===== config.mk =====
export PLATFORM = sky130hd
export DESIGN_NAME = multicast_receive_window_sack
export DESIGN_NICKNAME = d
export VERILOG_FILES = /design/src/rtl/mrws_pkg.sv /design/src/rtl/multicast_receive_window_sack.sv /design/src/rtl/mrws_front.sv /design/src/rtl/mrws_queue.sv /design/src/rtl/mrws_back.sv
export SDC_FILE = /design/constraint.sdc
export NUM_CORES = 2
export LEC_CHECK = 0
export BUFFER_PORTS_ARGS = -buffer_cell sky130_fd_sc_hd__buf_4
export CORE_MARGIN = 1.5
export CORE_UTILIZATION = 40
export CTS_BUF_LIST = sky130_fd_sc_hd__clkbuf_8
export CTS_CLUSTER_SIZE = 16
export DETAILED_ROUTE_END_ITERATION = 8
export GPL_TIMING_DRIVEN = 0
export PLACE_DENSITY = 0.68
export SKIP_CTS_REPAIR_TIMING = 1
export SLEW_MARGIN = 20
export SYNTH_ARGS = -nofsm -noshare
export SYNTH_HDL_FRONTEND = slang
export SYNTH_HIERARCHICAL = 1
export SYNTH_SLANG_ARGS = --single-unit

===== constraint.sdc =====
create_clock -name clk -period 8.7 [get_ports clk]
set_clock_uncertainty 0.2 [all_clocks]
set_input_delay 0.87 -clock clk [delete_from_list [all_inputs] [get_ports clk]]
set_output_delay 0.87 -clock clk [all_outputs]
set_load 0.05 [all_outputs]

===== src/rtl/mrws_pkg.sv =====
package mrws_pkg;

    localparam logic [2:0] OPC_JOIN       = 3'd0;
    localparam logic [2:0] OPC_JOIN_RESP  = 3'd1;
    localparam logic [2:0] OPC_DATA       = 3'd2;
    localparam logic [2:0] OPC_KEEPALIVE  = 3'd3;
    localparam logic [2:0] OPC_FLUSH      = 3'd4;
    localparam logic [2:0] OPC_LEAVE_REQ  = 3'd5;
    localparam logic [2:0] OPC_LEAVE_RESP = 3'd6;

    localparam logic [2:0] KIND_DELIVER     = 3'd0;
    localparam logic [2:0] KIND_JOIN_REQ    = 3'd1;
    localparam logic [2:0] KIND_JOIN_ECHO   = 3'd2;
    localparam logic [2:0] KIND_UPDATE      = 3'd3;
    localparam logic [2:0] KIND_LEAVE_REQ   = 3'd4;
    localparam logic [2:0] KIND_LEFT        = 3'd5;
    localparam logic [2:0] KIND_JOIN_FAILED = 3'd6;

    localparam int BYTE_ROUND = 7;
    localparam int MAX_BYTES  = 4;
    localparam int BM_W       = 32;

    typedef enum logic [2:0] {
        CMD_JOIN,
        CMD_JOIN_RESP,
        CMD_DATA,
        CMD_KEEPALIVE,
        CMD_FLUSH,
        CMD_LEAVE_REQ,
        CMD_LEAVE_RESP
    } cmd_op_t;

    typedef struct packed {
        cmd_op_t     op;
        logic [15:0] seq;
        logic [15:0] max_seq;
        logic [31:0] tick;
        logic [31:0] response_id;
        logic [15:0] payload_tag;
        logic        wants_update;
        logic        consumer_ready;
        logic        retries_zero;
    } cmd_t;

    typedef struct packed {
        logic [2:0]      kind;
        logic [15:0]     seq;
        logic [15:0]     max_seq;
        logic [BM_W-1:0] bitmap;
        logic [2:0]      bytes;
        logic [31:0]     tick;
        logic [15:0]     tag;
        logic            last;
    } result_t;

    function automatic result_t simple_result(input logic [2:0] kind, input logic [15:0] seq);
        result_t r;
        r = '0;
        r.kind = kind;
        r.seq = seq;
        r.last = 1'b1;
        return r;
    endfunction

endpackage


===== src/rtl/multicast_receive_window_sack.sv =====
// Receiver side of a reliable multicast session with a sliding reorder window.
// Commands enter on start while busy is low; each one is one transfer. A two-entry
// queue sits between the decoder and the execution engine, so busy rises only when
// both entries are taken. Results leave on out_valid for exactly one cycle each, and
// last marks the final result of a command; results cannot be held off.
// The client identifier is written on the cfg_valid/cfg_ready channel, which is
// always ready, and should be written only while no command is in flight.
// Flow: a command passes through a queue entry to the engine, which registers every
// result. Join, leave and ignored commands end in the idle state; data in the window
// goes through a prepare state to the flush state, which keepalive and tick flush
// enter directly; the flush state delivers in order, and an update pass may follow.
// The update pass is a four-stage walk over the rotated presence vector, and
// deliveries drain at one per cycle through the registered read of the tag store.
// Reset puts the link in the idle state, empties the window, clears the expected
// sequence and the client identifier. The tag store needs no clearing.
module multicast_receive_window_sack
#(
    parameter int WINDOW = 32
)
(
    input  logic        clk,
    input  logic        rst_n,
    input  logic        start,
    output logic        busy,
    input  logic [2:0]  opcode,
    input  logic [15:0] seq,
    input  logic [15:0] max_seq,
    input  logic [31:0] tick,
    input  logic [31:0] response_id,
    input  logic [15:0] payload_tag,
    input  logic        wants_update,
    input  logic        consumer_ready,
    input  logic [7:0]  retries_left,
    input  logic        cfg_valid,
    output logic        cfg_ready,
    input  logic [31:0] cfg_data,
    output logic        out_valid,
    output logic [2:0]  kind,
    output logic [15:0] out_seq,
    output logic [15:0] out_max_seq,
    output logic [31:0] ack_bitmap,
    output logic [2:0]  ack_bytes,
    output logic [31:0] out_tick,
    output logic [15:0] out_tag,
    output logic        last
);

    logic              f_push;
    mrws_pkg::cmd_t    f_cmd;
    logic              q_full;
    logic              q_valid;
    logic              q_pop;
    mrws_pkg::cmd_t    q_cmd;
    logic              res_valid;
    mrws_pkg::result_t res;
    logic [31:0]       client_id_reg;

    assign cfg_ready = 1'b1;
    assign busy = q_full;

    always_ff @(posedge clk or negedge rst_n)
    begin
        if (!rst_n)
        begin
            client_id_reg <= '0;
        end
        else if (cfg_valid && cfg_ready)
        begin
            client_id_reg <= cfg_data;
        end
    end

    mrws_front u_front
    (
        .start          (start),
        .busy           (q_full),
        .opcode         (opcode),
        .seq            (seq),
        .max_seq        (max_seq),
        .tick           (tick),
        .response_id    (response_id),
        .payload_tag    (payload_tag),
        .wants_update   (wants_update),
        .consumer_ready (consumer_ready),
        .retries_left   (retries_left),
        .push           (f_push),
        .cmd            (f_cmd)
    );

    mrws_queue u_queue
    (
        .clk      (clk),
        .rst_n    (rst_n),
        .push     (f_push),
        .push_cmd (f_cmd),
        .pop      (q_pop),
        .full     (q_full),
        .valid    (q_valid),
        .head_cmd (q_cmd)
    );

    mrws_back #(
        .WINDOW (WINDOW)
    ) u_back
    (
        .clk       (clk),
        .rst_n     (rst_n),
        .client_id (client_id_reg),
        .q_valid   (q_valid),
        .q_cmd     (q_cmd),
        .q_pop     (q_pop),
        .res_valid (res_valid),
        .res       (res)
    );

    assign out_valid = res_valid;
    assign kind = res.kind;
    assign out_seq = res.seq;
    assign out_max_seq = res.max_seq;
    assign ack_bitmap = res.bitmap;
    assign ack_bytes = res.bytes;
    assign out_tick = res.tick;
    assign out_tag = res.tag;
    assign last = res.last;

    a_no_push_when_full: assert property (@(posedge clk) disable iff (!rst_n)
        q_full |-> !f_push)
        else $error("Command pushed into a full queue.");

    a_update_is_last: assert property (@(posedge clk) disable iff (!rst_n)
        (out_valid && (kind == mrws_pkg::KIND_UPDATE)) |-> last)
        else $error("Update was not the final result of its command.");

    a_update_bytes: assert property (@(posedge clk) disable iff (!rst_n)
        (out_valid && (kind == mrws_pkg::KIND_UPDATE))
            |-> (ack_bytes <= 3'(mrws_pkg::MAX_BYTES)))
        else $error("Bitmap byte count out of range.");

    a_bitmap_only_in_update: assert property (@(posedge clk) disable iff (!rst_n)
        (out_valid && (kind != mrws_pkg::KIND_UPDATE)) |-> (ack_bitmap == '0))
        else $error("Bitmap set on a result that is not an update.");

endmodule


===== src/rtl/mrws_front.sv =====
module mrws_front
(
    input  logic                 start,
    input  logic                 busy,
    input  logic [2:0]           opcode,
    input  logic [15:0]          seq,
    input  logic [15:0]          max_seq,
    input  logic [31:0]          tick,
    input  logic [31:0]          response_id,
    input  logic [15:0]          payload_tag,
    input  logic                 wants_update,
    input  logic                 consumer_ready,
    input  logic [7:0]           retries_left,
    output logic                 push,
    output mrws_pkg::cmd_t       cmd
);

    logic              known;
    mrws_pkg::cmd_op_t op;

    always_comb
    begin
        known = 1'b1;
        op = mrws_pkg::CMD_JOIN;
        unique case (opcode)
            mrws_pkg::OPC_JOIN:       op = mrws_pkg::CMD_JOIN;
            mrws_pkg::OPC_JOIN_RESP:  op = mrws_pkg::CMD_JOIN_RESP;
            mrws_pkg::OPC_DATA:       op = mrws_pkg::CMD_DATA;
            mrws_pkg::OPC_KEEPALIVE:  op = mrws_pkg::CMD_KEEPALIVE;
            mrws_pkg::OPC_FLUSH:      op = mrws_pkg::CMD_FLUSH;
            mrws_pkg::OPC_LEAVE_REQ:  op = mrws_pkg::CMD_LEAVE_REQ;
            mrws_pkg::OPC_LEAVE_RESP: op = mrws_pkg::CMD_LEAVE_RESP;
            default:                  known = 1'b0;
        endcase
    end

    always_comb
    begin
        cmd.op = op;
        cmd.seq = seq;
        cmd.max_seq = max_seq;
        cmd.tick = tick;
        cmd.response_id = response_id;
        cmd.payload_tag = payload_tag;
        cmd.wants_update = wants_update;
        cmd.consumer_ready = consumer_ready;
        cmd.retries_zero = (retries_left == 8'd0);
    end

    // An unused opcode is taken in as a transfer and dropped here.
    assign push = start && !busy && known;

endmodule


===== src/rtl/mrws_queue.sv =====
module mrws_queue
(
    input  logic           clk,
    input  logic           rst_n,
    input  logic           push,
    input  mrws_pkg::cmd_t push_cmd,
    input  logic           pop,
    output logic           full,
    output logic           valid,
    output mrws_pkg::cmd_t head_cmd
);

    localparam int DEPTH = 2;
    localparam int PTR_W = $clog2(DEPTH);
    localparam int CNT_W = $clog2(DEPTH + 1);

    mrws_pkg::cmd_t   entry_reg [DEPTH];
    logic [PTR_W-1:0] wr_ptr_reg;
    logic [PTR_W-1:0] rd_ptr_reg;
    logic [CNT_W-1:0] count_reg;

    function automatic logic [PTR_W-1:0] ptr_inc(input logic [PTR_W-1:0] p);
        return (p == PTR_W'(DEPTH - 1)) ? '0 : p + PTR_W'(1);
    endfunction

    assign full = (count_reg == CNT_W'(DEPTH));
    assign valid = (count_reg != '0);
    assign head_cmd = entry_reg[rd_ptr_reg];

    always_ff @(posedge clk)
    begin
        if (push)
        begin
            entry_reg[wr_ptr_reg] <= push_cmd;
        end
    end

    always_ff @(posedge clk or negedge rst_n)
    begin
        if (!rst_n)
        begin
            wr_ptr_reg <= '0;
            rd_ptr_reg <= '0;
            count_reg <= '0;
        end
        else
        begin
            if (push)
            begin
                wr_ptr_reg <= ptr_inc(wr_ptr_reg);
            end
            if (pop)
            begin
                rd_ptr_reg <= ptr_inc(rd_ptr_reg);
            end
            if (push && !pop)
            begin
                count_reg <= count_reg + CNT_W'(1);
            end
            else if (pop && !push)
            begin
                count_reg <= count_reg - CNT_W'(1);
            end
        end
    end

endmodule


===== src/rtl/mrws_back.sv =====
module mrws_back
#(
    parameter int WINDOW = 32
)
(
    input  logic              clk,
    input  logic              rst_n,
    input  logic [31:0]       client_id,
    input  logic              q_valid,
    input  mrws_pkg::cmd_t    q_cmd,
    output logic              q_pop,
    output logic              res_valid,
    output mrws_pkg::result_t res
);

    localparam int IDX_W = $clog2(WINDOW);
    localparam int CNT_W = $clog2(WINDOW + 1);
    localparam int SUM_W = CNT_W + 3;
    localparam int EXT_W = (WINDOW > mrws_pkg::BM_W) ? WINDOW : mrws_pkg::BM_W;

    typedef enum logic [2:0] {
        ST_IDLE,
        ST_PREP,
        ST_FLUSH,
        ST_SCAN,
        ST_RUN,
        ST_MASK,
        ST_REPORT
    } state_t;

    typedef enum logic [1:0] {
        LINK_IDLE,
        LINK_JOIN,
        LINK_DATA,
        LINK_LEAVE
    } link_t;

    state_t            state_reg;
    link_t             link_reg;
    logic [15:0]       exp_reg;
    logic [IDX_W-1:0]  head_reg;
    logic [WINDOW-1:0] present_reg;
    mrws_pkg::cmd_t    cmd_reg;
    logic              moved_reg;
    logic [WINDOW-1:0] rot_reg;
    logic [WINDOW-1:0] neg_reg;
    logic [WINDOW-1:0] run_reg;
    logic [CNT_W-1:0]  off_reg;
    logic [WINDOW-1:0] held_reg;
    logic              any_allowed_reg;
    logic              res_valid_reg;
    mrws_pkg::result_t res_reg;

    logic [15:0]       tag_mem [WINDOW];
    logic [15:0]       tag_rd_reg;

    logic [15:0]         diff;
    logic                in_win;
    logic [IDX_W:0]      widx;
    logic [IDX_W-1:0]    slot;
    logic [IDX_W-1:0]    head_inc;
    logic                deliver;
    logic [IDX_W-1:0]    rd_addr;
    logic                follows;
    logic                upd_at_end;
    logic                store;
    logic [2*WINDOW-1:0] dbl_rot;
    logic [WINDOW-1:0]   rot;
    logic [15:0]         ref_max;
    logic [15:0]         dm;
    logic [15:0]         lane_sum [WINDOW];
    logic [WINDOW-1:0]   neg;
    logic [WINDOW:0]     rot_inc;
    logic [WINDOW-1:0]   run;
    logic [WINDOW-1:0]   first_zero;
    logic [CNT_W-1:0]    fz_idx;
    logic [CNT_W-1:0]    off;
    logic [WINDOW-1:0]   after;
    logic [WINDOW-1:0]   brk;
    logic [WINDOW-1:0]   below;
    logic [WINDOW-1:0]   allowed;
    logic [EXT_W-1:0]    held_ext;
    logic [IDX_W-1:0]    top_idx;
    logic                has_held;
    logic                one_ahead;
    logic [CNT_W-1:0]    hi_rel;
    logic [CNT_W-1:0]    span;
    logic [SUM_W-1:0]    bsum;
    logic [SUM_W-1:0]    bq;
    mrws_pkg::result_t   upd;
    mrws_pkg::result_t   dlv;

    assign q_pop = (state_reg == ST_IDLE) && q_valid;
    assign res_valid = res_valid_reg;
    assign res = res_reg;

    // Placement of a data item in the ring.
    always_comb
    begin
        diff = q_cmd.seq - exp_reg;
        in_win = (diff < 16'(WINDOW));
        widx = (IDX_W + 1)'(diff[IDX_W-1:0]) + (IDX_W + 1)'(head_reg);
        slot = (widx >= (IDX_W + 1)'(WINDOW)) ? IDX_W'(widx - (IDX_W + 1)'(WINDOW))
                                              : widx[IDX_W-1:0];
        store = q_pop && (q_cmd.op == mrws_pkg::CMD_DATA) && (link_reg == LINK_DATA) && in_win;
    end

    always_comb
    begin
        head_inc = (head_reg == IDX_W'(WINDOW - 1)) ? '0 : head_reg + IDX_W'(1);
        deliver = (state_reg == ST_FLUSH) && cmd_reg.consumer_ready && present_reg[head_reg];
        rd_addr = deliver ? head_inc : head_reg;
        unique case (cmd_reg.op)
            mrws_pkg::CMD_DATA:      follows = cmd_reg.wants_update;
            mrws_pkg::CMD_KEEPALIVE: follows = 1'b1;
            mrws_pkg::CMD_FLUSH:     follows = (link_reg == LINK_DATA);
            default:                 follows = 1'b0;
        endcase
        upd_at_end = follows && ((cmd_reg.op != mrws_pkg::CMD_FLUSH) || moved_reg);
    end

    always_comb
    begin
        dlv = mrws_pkg::simple_result(mrws_pkg::KIND_DELIVER, exp_reg);
        dlv.tag = tag_rd_reg;
        dlv.last = !follows && !present_reg[head_inc];
    end

    // First update stage: presence rotated to the ring head, and the lanes still behind
    // the sender's highest sequence (the expected sequence on a tick flush).
    always_comb
    begin
        dbl_rot = {present_reg, present_reg} >> head_reg;
        rot = dbl_rot[WINDOW-1:0];
        ref_max = (cmd_reg.op == mrws_pkg::CMD_FLUSH) ? exp_reg : cmd_reg.max_seq;
        dm = exp_reg - ref_max;
        for (int i = 0; i < WINDOW; i++)
        begin
            lane_sum[i] = dm + 16'(i);
            neg[i] = lane_sum[i][15];
        end
    end

    // Second stage: length of the in-order run.
    always_comb
    begin
        rot_inc = (WINDOW + 1)'(rot_reg) + (WINDOW + 1)'(1);
        run = rot_reg & ~rot_inc[WINDOW-1:0];
        first_zero = ~rot_reg & rot_inc[WINDOW-1:0];
        fz_idx = '0;
        for (int i = 0; i < WINDOW; i++)
        begin
            if (first_zero[i])
            begin
                fz_idx = fz_idx | CNT_W'(i);
            end
        end
        off = rot_inc[WINDOW] ? CNT_W'(WINDOW) : fz_idx;
    end

    // Third stage: the scan runs from the end of the run up to the first lane that is
    // not behind the sender.
    always_comb
    begin
        after = ~run_reg;
        brk = ~neg_reg & after;
        below = (brk - WINDOW'(1)) & ~brk;
        allowed = after & below;
    end

    // Last stage: bitmap, highest sequence and byte count.
    always_comb
    begin
        held_ext = EXT_W'(held_reg) >> off_reg;
        top_idx = '0;
        for (int i = 0; i < WINDOW; i++)
        begin
            if (held_reg[i])
            begin
                top_idx = IDX_W'(i);
            end
        end
        has_held = (held_reg != '0);
        one_ahead = !has_held && any_allowed_reg;
        hi_rel = CNT_W'(top_idx) + CNT_W'(1);
        span = has_held ? hi_rel - off_reg : CNT_W'(one_ahead);
        bsum = SUM_W'(span) + SUM_W'(mrws_pkg::BYTE_ROUND);
        bq = bsum >> 3;
        upd = '0;
        upd.kind = mrws_pkg::KIND_UPDATE;
        upd.seq = exp_reg + 16'(off_reg);
        upd.max_seq = has_held ? exp_reg + 16'(hi_rel) : upd.seq + 16'(one_ahead);
        upd.bitmap = held_ext[mrws_pkg::BM_W-1:0];
        upd.bytes = (bq > SUM_W'(mrws_pkg::MAX_BYTES)) ? 3'(mrws_pkg::MAX_BYTES) : bq[2:0];
        upd.tick = (cmd_reg.op == mrws_pkg::CMD_FLUSH) ? 32'd0 : cmd_reg.tick;
        upd.last = 1'b1;
    end

    always_ff @(posedge clk)
    begin
        if (store)
        begin
            tag_mem[slot] <= q_cmd.payload_tag;
        end
        tag_rd_reg <= tag_mem[rd_addr];
    end

    always_ff @(posedge clk or negedge rst_n)
    begin
        if (!rst_n)
        begin
            state_reg <= ST_IDLE;
            link_reg <= LINK_IDLE;
            exp_reg <= '0;
            head_reg <= '0;
            present_reg <= '0;
            cmd_reg <= '0;
            moved_reg <= 1'b0;
            rot_reg <= '0;
            neg_reg <= '0;
            run_reg <= '0;
            off_reg <= '0;
            held_reg <= '0;
            any_allowed_reg <= 1'b0;
            res_valid_reg <= 1'b0;
            res_reg <= '0;
        end
        else
        begin
            res_valid_reg <= 1'b0;
            unique case (state_reg)
                ST_IDLE:
                begin
                    if (q_valid)
                    begin
                        cmd_reg <= q_cmd;
                        moved_reg <= 1'b0;
                        unique case (q_cmd.op)
                            mrws_pkg::CMD_JOIN:
                            begin
                                if ((link_reg == LINK_IDLE) || (link_reg == LINK_JOIN))
                                begin
                                    res_valid_reg <= 1'b1;
                                    if (q_cmd.retries_zero)
                                    begin
                                        link_reg <= LINK_IDLE;
                                        res_reg <= mrws_pkg::simple_result(
                                            mrws_pkg::KIND_JOIN_FAILED, 16'd0);
                                    end
                                    else
                                    begin
                                        link_reg <= LINK_JOIN;
                                        res_reg <= mrws_pkg::simple_result(
                                            mrws_pkg::KIND_JOIN_REQ, 16'd0);
                                    end
                                end
                            end
                            mrws_pkg::CMD_JOIN_RESP:
                            begin
                                if (((link_reg == LINK_JOIN) || (link_reg == LINK_DATA))
                                    && (q_cmd.response_id == client_id))
                                begin
                                    link_reg <= LINK_DATA;
                                    exp_reg <= q_cmd.seq;
                                    res_valid_reg <= 1'b1;
                                    res_reg <= mrws_pkg::simple_result(
                                        mrws_pkg::KIND_JOIN_ECHO, q_cmd.seq);
                                end
                            end
                            mrws_pkg::CMD_DATA:
                            begin
                                if (link_reg == LINK_DATA)
                                begin
                                    if (in_win)
                                    begin
                                        present_reg[slot] <= 1'b1;
                                        state_reg <= ST_PREP;
                                    end
                                    else if (q_cmd.wants_update)
                                    begin
                                        state_reg <= ST_SCAN;
                                    end
                                end
                            end
                            mrws_pkg::CMD_KEEPALIVE:
                            begin
                                if (link_reg == LINK_DATA)
                                begin
                                    state_reg <= ST_FLUSH;
                                end
                            end
                            mrws_pkg::CMD_FLUSH:
                            begin
                                state_reg <= ST_FLUSH;
                            end
                            mrws_pkg::CMD_LEAVE_REQ:
                            begin
                                if ((link_reg == LINK_DATA) || (link_reg == LINK_LEAVE))
                                begin
                                    link_reg <= LINK_LEAVE;
                                    res_valid_reg <= 1'b1;
                                    res_reg <= mrws_pkg::simple_result(
                                        mrws_pkg::KIND_LEAVE_REQ, 16'd0);
                                end
                            end
                            mrws_pkg::CMD_LEAVE_RESP:
                            begin
                                if ((link_reg == LINK_LEAVE) || (link_reg == LINK_IDLE))
                                begin
                                    link_reg <= LINK_IDLE;
                                    res_valid_reg <= 1'b1;
                                    res_reg <= mrws_pkg::simple_result(
                                        mrws_pkg::KIND_LEFT, 16'd0);
                                end
                            end
                            default:
                            begin
                                state_reg <= ST_IDLE;
                            end
                        endcase
                    end
                end
                ST_PREP:
                begin
                    state_reg <= ST_FLUSH;
                end
                ST_FLUSH:
                begin
                    if (deliver)
                    begin
                        res_valid_reg <= 1'b1;
                        res_reg <= dlv;
                        present_reg[head_reg] <= 1'b0;
                        head_reg <= head_inc;
                        exp_reg <= exp_reg + 16'd1;
                        moved_reg <= 1'b1;
                    end
                    else
                    begin
                        state_reg <= upd_at_end ? ST_SCAN : ST_IDLE;
                    end
                end
                ST_SCAN:
                begin
                    rot_reg <= rot;
                    neg_reg <= neg;
                    state_reg <= ST_RUN;
                end
                ST_RUN:
                begin
                    run_reg <= run;
                    off_reg <= off;
                    state_reg <= ST_MASK;
                end
                ST_MASK:
                begin
                    held_reg <= rot_reg & allowed;
                    any_allowed_reg <= (allowed != '0);
                    state_reg <= ST_REPORT;
                end
                ST_REPORT:
                begin
                    res_valid_reg <= 1'b1;
                    res_reg <= upd;
                    state_reg <= ST_IDLE;
                end
                default:
                begin
                    state_reg <= ST_IDLE;
                end
            endcase
        end
    end

endmodule

==> summary.txt <==
Status
  – Outcome: complete, no violations

Setup path
  – Slowest stage cell, crit path: nor2_2
  – Crit Path Class: register to register
  – R2R Path Start: u_queue/rd_ptr_reg
  – Slowest stage delay, CP: 0.85 ns
  – CP Capture Type: register
  – Critical Path AT: 6.89 ns
  – CP Data Required Time: 9.00 ns
  – RR Endpoint: u_back/tag_mem[11][3]
  – R2R depth: 19
  – Worst Setup Start Kind: register
  – CP delay by family, top: compound AO/OA/AOI/OAI gates
  – CP Max Fanout: 16
  – FF-to-FF setup slack: 2.11 ns
  – Crit-path cells: buf_6, buf_6, mux2_2, inv_1, ha_1, inv_1, fa_1, a21o_1, a21o_1, a21oi_1, o21ai_0, a221o_1, a2111oi_2, o211ai_1, or3_1, clkbuf_1, or3_1, clkbuf_1, nor2_2
  – Crit path buffers/inverters: 6

Pwr
  – Switch Pwr: 7.34 mW
  – Total power: 19.0 mW
  – Sequential Power Share: 0.385
  – Power Density: 296 nW/um2
  – Int Power: 11.7 mW
  – Clock power share: 0.241
  – Leakage: 24.8 nW
  – Comb pwr share: 0.374
  – Sw Ratio: 0.386
  – Max VDD drop: 233 uV

GRT
  – Global-route wire length before repair: 246000 um
  – Initial antenna violation count: 8
  – Tot GR Track Use: 0.231
  – Global route total overflow: 0
  – Number of global-route vias before repair: 39.3k
  – Largest net degree at the start of global routing: 98

STA
  – Final hold vios: 0
  – Highest clock rate: 0.152 GHz
  – Rel. slew slack: 0.277
  – Unrepaired setup endpoints after global routing: false
  – Final setup vio count: 0
  – WHS: 0.0507 ns
  – Slew @ Worst Pin: 1.08 ns
  – Post-layout min period: 6.59 ns
  – Final period utilization: 0.757
  – Post-route worst setup slack: 2.11 ns
  – Setup TNS: 0 ns
  – Max Slew Vio Count: 0

Routing
  – Routed WL: 167000 um
  – Vias post-DR: 40.4k
  – Vias per cell: 5.64
  – Final ANT Viol Nets: 0
  – First-iteration detailed-routing DRC count: 4474
  – Residual DRC count: 0
  – DRT Pass-1 Iters: 6
  – Highest metal used: met5
  – Routed wl met2: 78600 um
  – Met3 wire len: 14300 um
  – Met1 wire length: 67700 um
  – Avg WL per Cell: 23.3 um

Synth
  – Area share of the largest cell type after synthesis: 0.409
  – Mapped cell area: 55000 um2
  – Sequential area share after synthesis: 0.598
  – Syn avg cell area: 11.8 um2
  – Async SR Flop Fraction: 0.345
  – YS warnings: 6
  – Cells after Synth: 4672
  – Dominant synthesized flop cell: edfxtp_1
  – Biggest area consumer among synthesized cells: edfxtp_1
  – Syn_nets: 4904
  – Yosys reg bits: 1167
  – Synth area leaders: edfxtp_1 41%, dfrtp_1 18%, nand2_1 6.1%
  – Number of synthesized flops with an enable pin: 748
  – Yosys cell types: 81

Clock network
  – Clk root buf: clkbuf_8
  – CTS sink cnt: 1167
  – CTS max path bufs: 3
  – Num CTS Buffers: 182
  – CTS clk-pin slew, worst paths: 0.06 ns
  – H-Tree Depth: 4
  – Clk_lat worst skew: 0.90 ns
  – TritonCTS clock tree: yes

Placed design
  – Post-DP Area: 59300 um2
  – Placer Congestion: 0.971
  – Pre-CTS setup slack: 2.23 ns
  – Post-DP HPWL: 118000 um
  – I/O Buffers: 166
  – Dpl cells: 6676

Die
  – Core ar.: 136000 um2
  – I/O pins: 283
  – DIE HEIGHT: 374 um
  – Initial Util: 0.404
  – Die ar.: 140000 um2
  – Rows: 135
  – Die X: 374 um

Layout
  – Number of flip-flops in the largest register: 512
  – Final Util: 0.474
  – Layout area overhead: 17.1%
  – Final instance area: 64400 um2
  – Share of layout cells above drive strength 1: 0.195
  – FILL cells: 12.0k
  – Total Nets Final: 5455
  – Fin cells: 7159

Worst hold path
  – Worst min path class: primary input to register
  – Hold Path End: u_queue/entry_reg[1][3]
  – Hold Startpoint: payload_tag[0]
  – Hold Path Cell Cnt: 1

Flow run
  – Max cap viols: 0
routing by layer:
layer,global-route usage,up-vias
met5,0,-
met4,0.0964,2
met3,0.0479,325
met2,0.373,1938
met1,0.303,20000
li1,-,18100
cells in the mapped netlist (20+ instances only):
cell type	instances
a21o_1	26
a21oi_1	127
a22o_1	44
a22oi_1	20
a31oi_1	151
and3_1	137
buf_1	25
buf_2	52
buf_4	123
clkbuf_1	174
dfrtp_1	403
edfxtp_1	748
ha_1	65
inv_1	81
mux2_2	224
mux2_4	30
mux2i_1	81
mux4_2	60
nand2_1	889
nand2b_1	35
nand3_1	50
nand4_1	24
nor2_1	184
nor2b_1	23
nor3_1	69
nor4_1	44
o21ai_0	278
o22ai_1	84
or3_1	24
xnor2_1	108
xor2_1	27
how the worst max path moves through the flow:
stage / startpoint / endpoint / slack, ns / depth (start not counted)
6_report: u_queue/rd_ptr_reg / u_back/tag_mem[11][3] / 2.11 / 19
5_1_grt: u_queue/rd_ptr_reg / u_back/tag_mem[11][2] / 1.92 / 19
4_1_cts: u_queue/rd_ptr_reg / u_back/tag_mem[11][2] / 2.21 / 19
3_5_place_dp: u_queue/rd_ptr_reg / u_back/tag_mem[11][2] / 2.23 / 19
3_3_place_gp: opcode[1] / u_queue/entry_reg[0][39] / -2.67 / 3
2_1_floorplan: start / u_queue/entry_reg[0][0] / 1.31 / 3
placed cells by master, fill, tap and decap left out, types with 26 or more instances in the layout:
master,instances
mux2_2,224
a22o_1,44
and3_1,137
edfxtp_1,748
buf_6,27
mux2_4,30
a31oi_1,151
mux2i_1,81
nor3_1,52
a21oi_1,127
xnor2_1,108
nand3_1,50
clkinv_1,27
nor2_1,168
xor2_1,27
nand2_1,889
inv_1,141
dlygate4sd3_1,144
nor4_1,43
mux4_2,60
buf_4,315
dfrtp_1,403
a21o_1,26
o21ai_0,278
clkbuf_1,171
o22ai_1,84
clkbuf_8,214
ha_1,65
nand2b_1,35
buf_2,53
kinds of logic (layout without fill, tap and decap cells):
kind of cell,after synthesis,after routing,synth area share
flops,1167,1167,0.598
compound gates,882,882,0.0994
fa+ha+maj,72,72,0.0172
xor+xnor,136,136,0.0218
buf+inv,483,1182,0.0453
mux,397,397,0.0941
other cells,1,8,0.0000682
simple gates,1534,1534,0.124
cell type report:
cell class | instances | area, um2 | area share
Multi-Input combinational cell | 3022 | 19800 | 0.307
Tap cell | 1781 | 2230 | 0.0346
Timing Repair Buffer | 367 | 3390 | 0.0527
Clock buffer | 214 | 2950 | 0.0457
Clock inverter | 118 | 682 | 0.0106
Sequential cell | 1167 | 32900 | 0.510
Buffer | 391 | 2150 | 0.0333
Inverter | 92 | 345 | 0.00536
Antenna cell | 7 | 17.5 | 0.000272
power groups by stage:
| stage | Clock (mW) | Sequential [mW] | Combinational, mW |
|---|---|---|---|
| global route | 4.92 | 7.38 | 7.60 |
| CTS | 4.67 | 7.31 | 6.96 |
| global placement | 0 | 7.47 | 6.66 |
| detailed placement | 0 | 7.41 | 6.93 |
| floorplan | 0 | 7.76 | 4.17 |
| finish | 4.60 | 7.33 | 7.11 |
No activity file was read; power rests on OpenSTA's default activity.
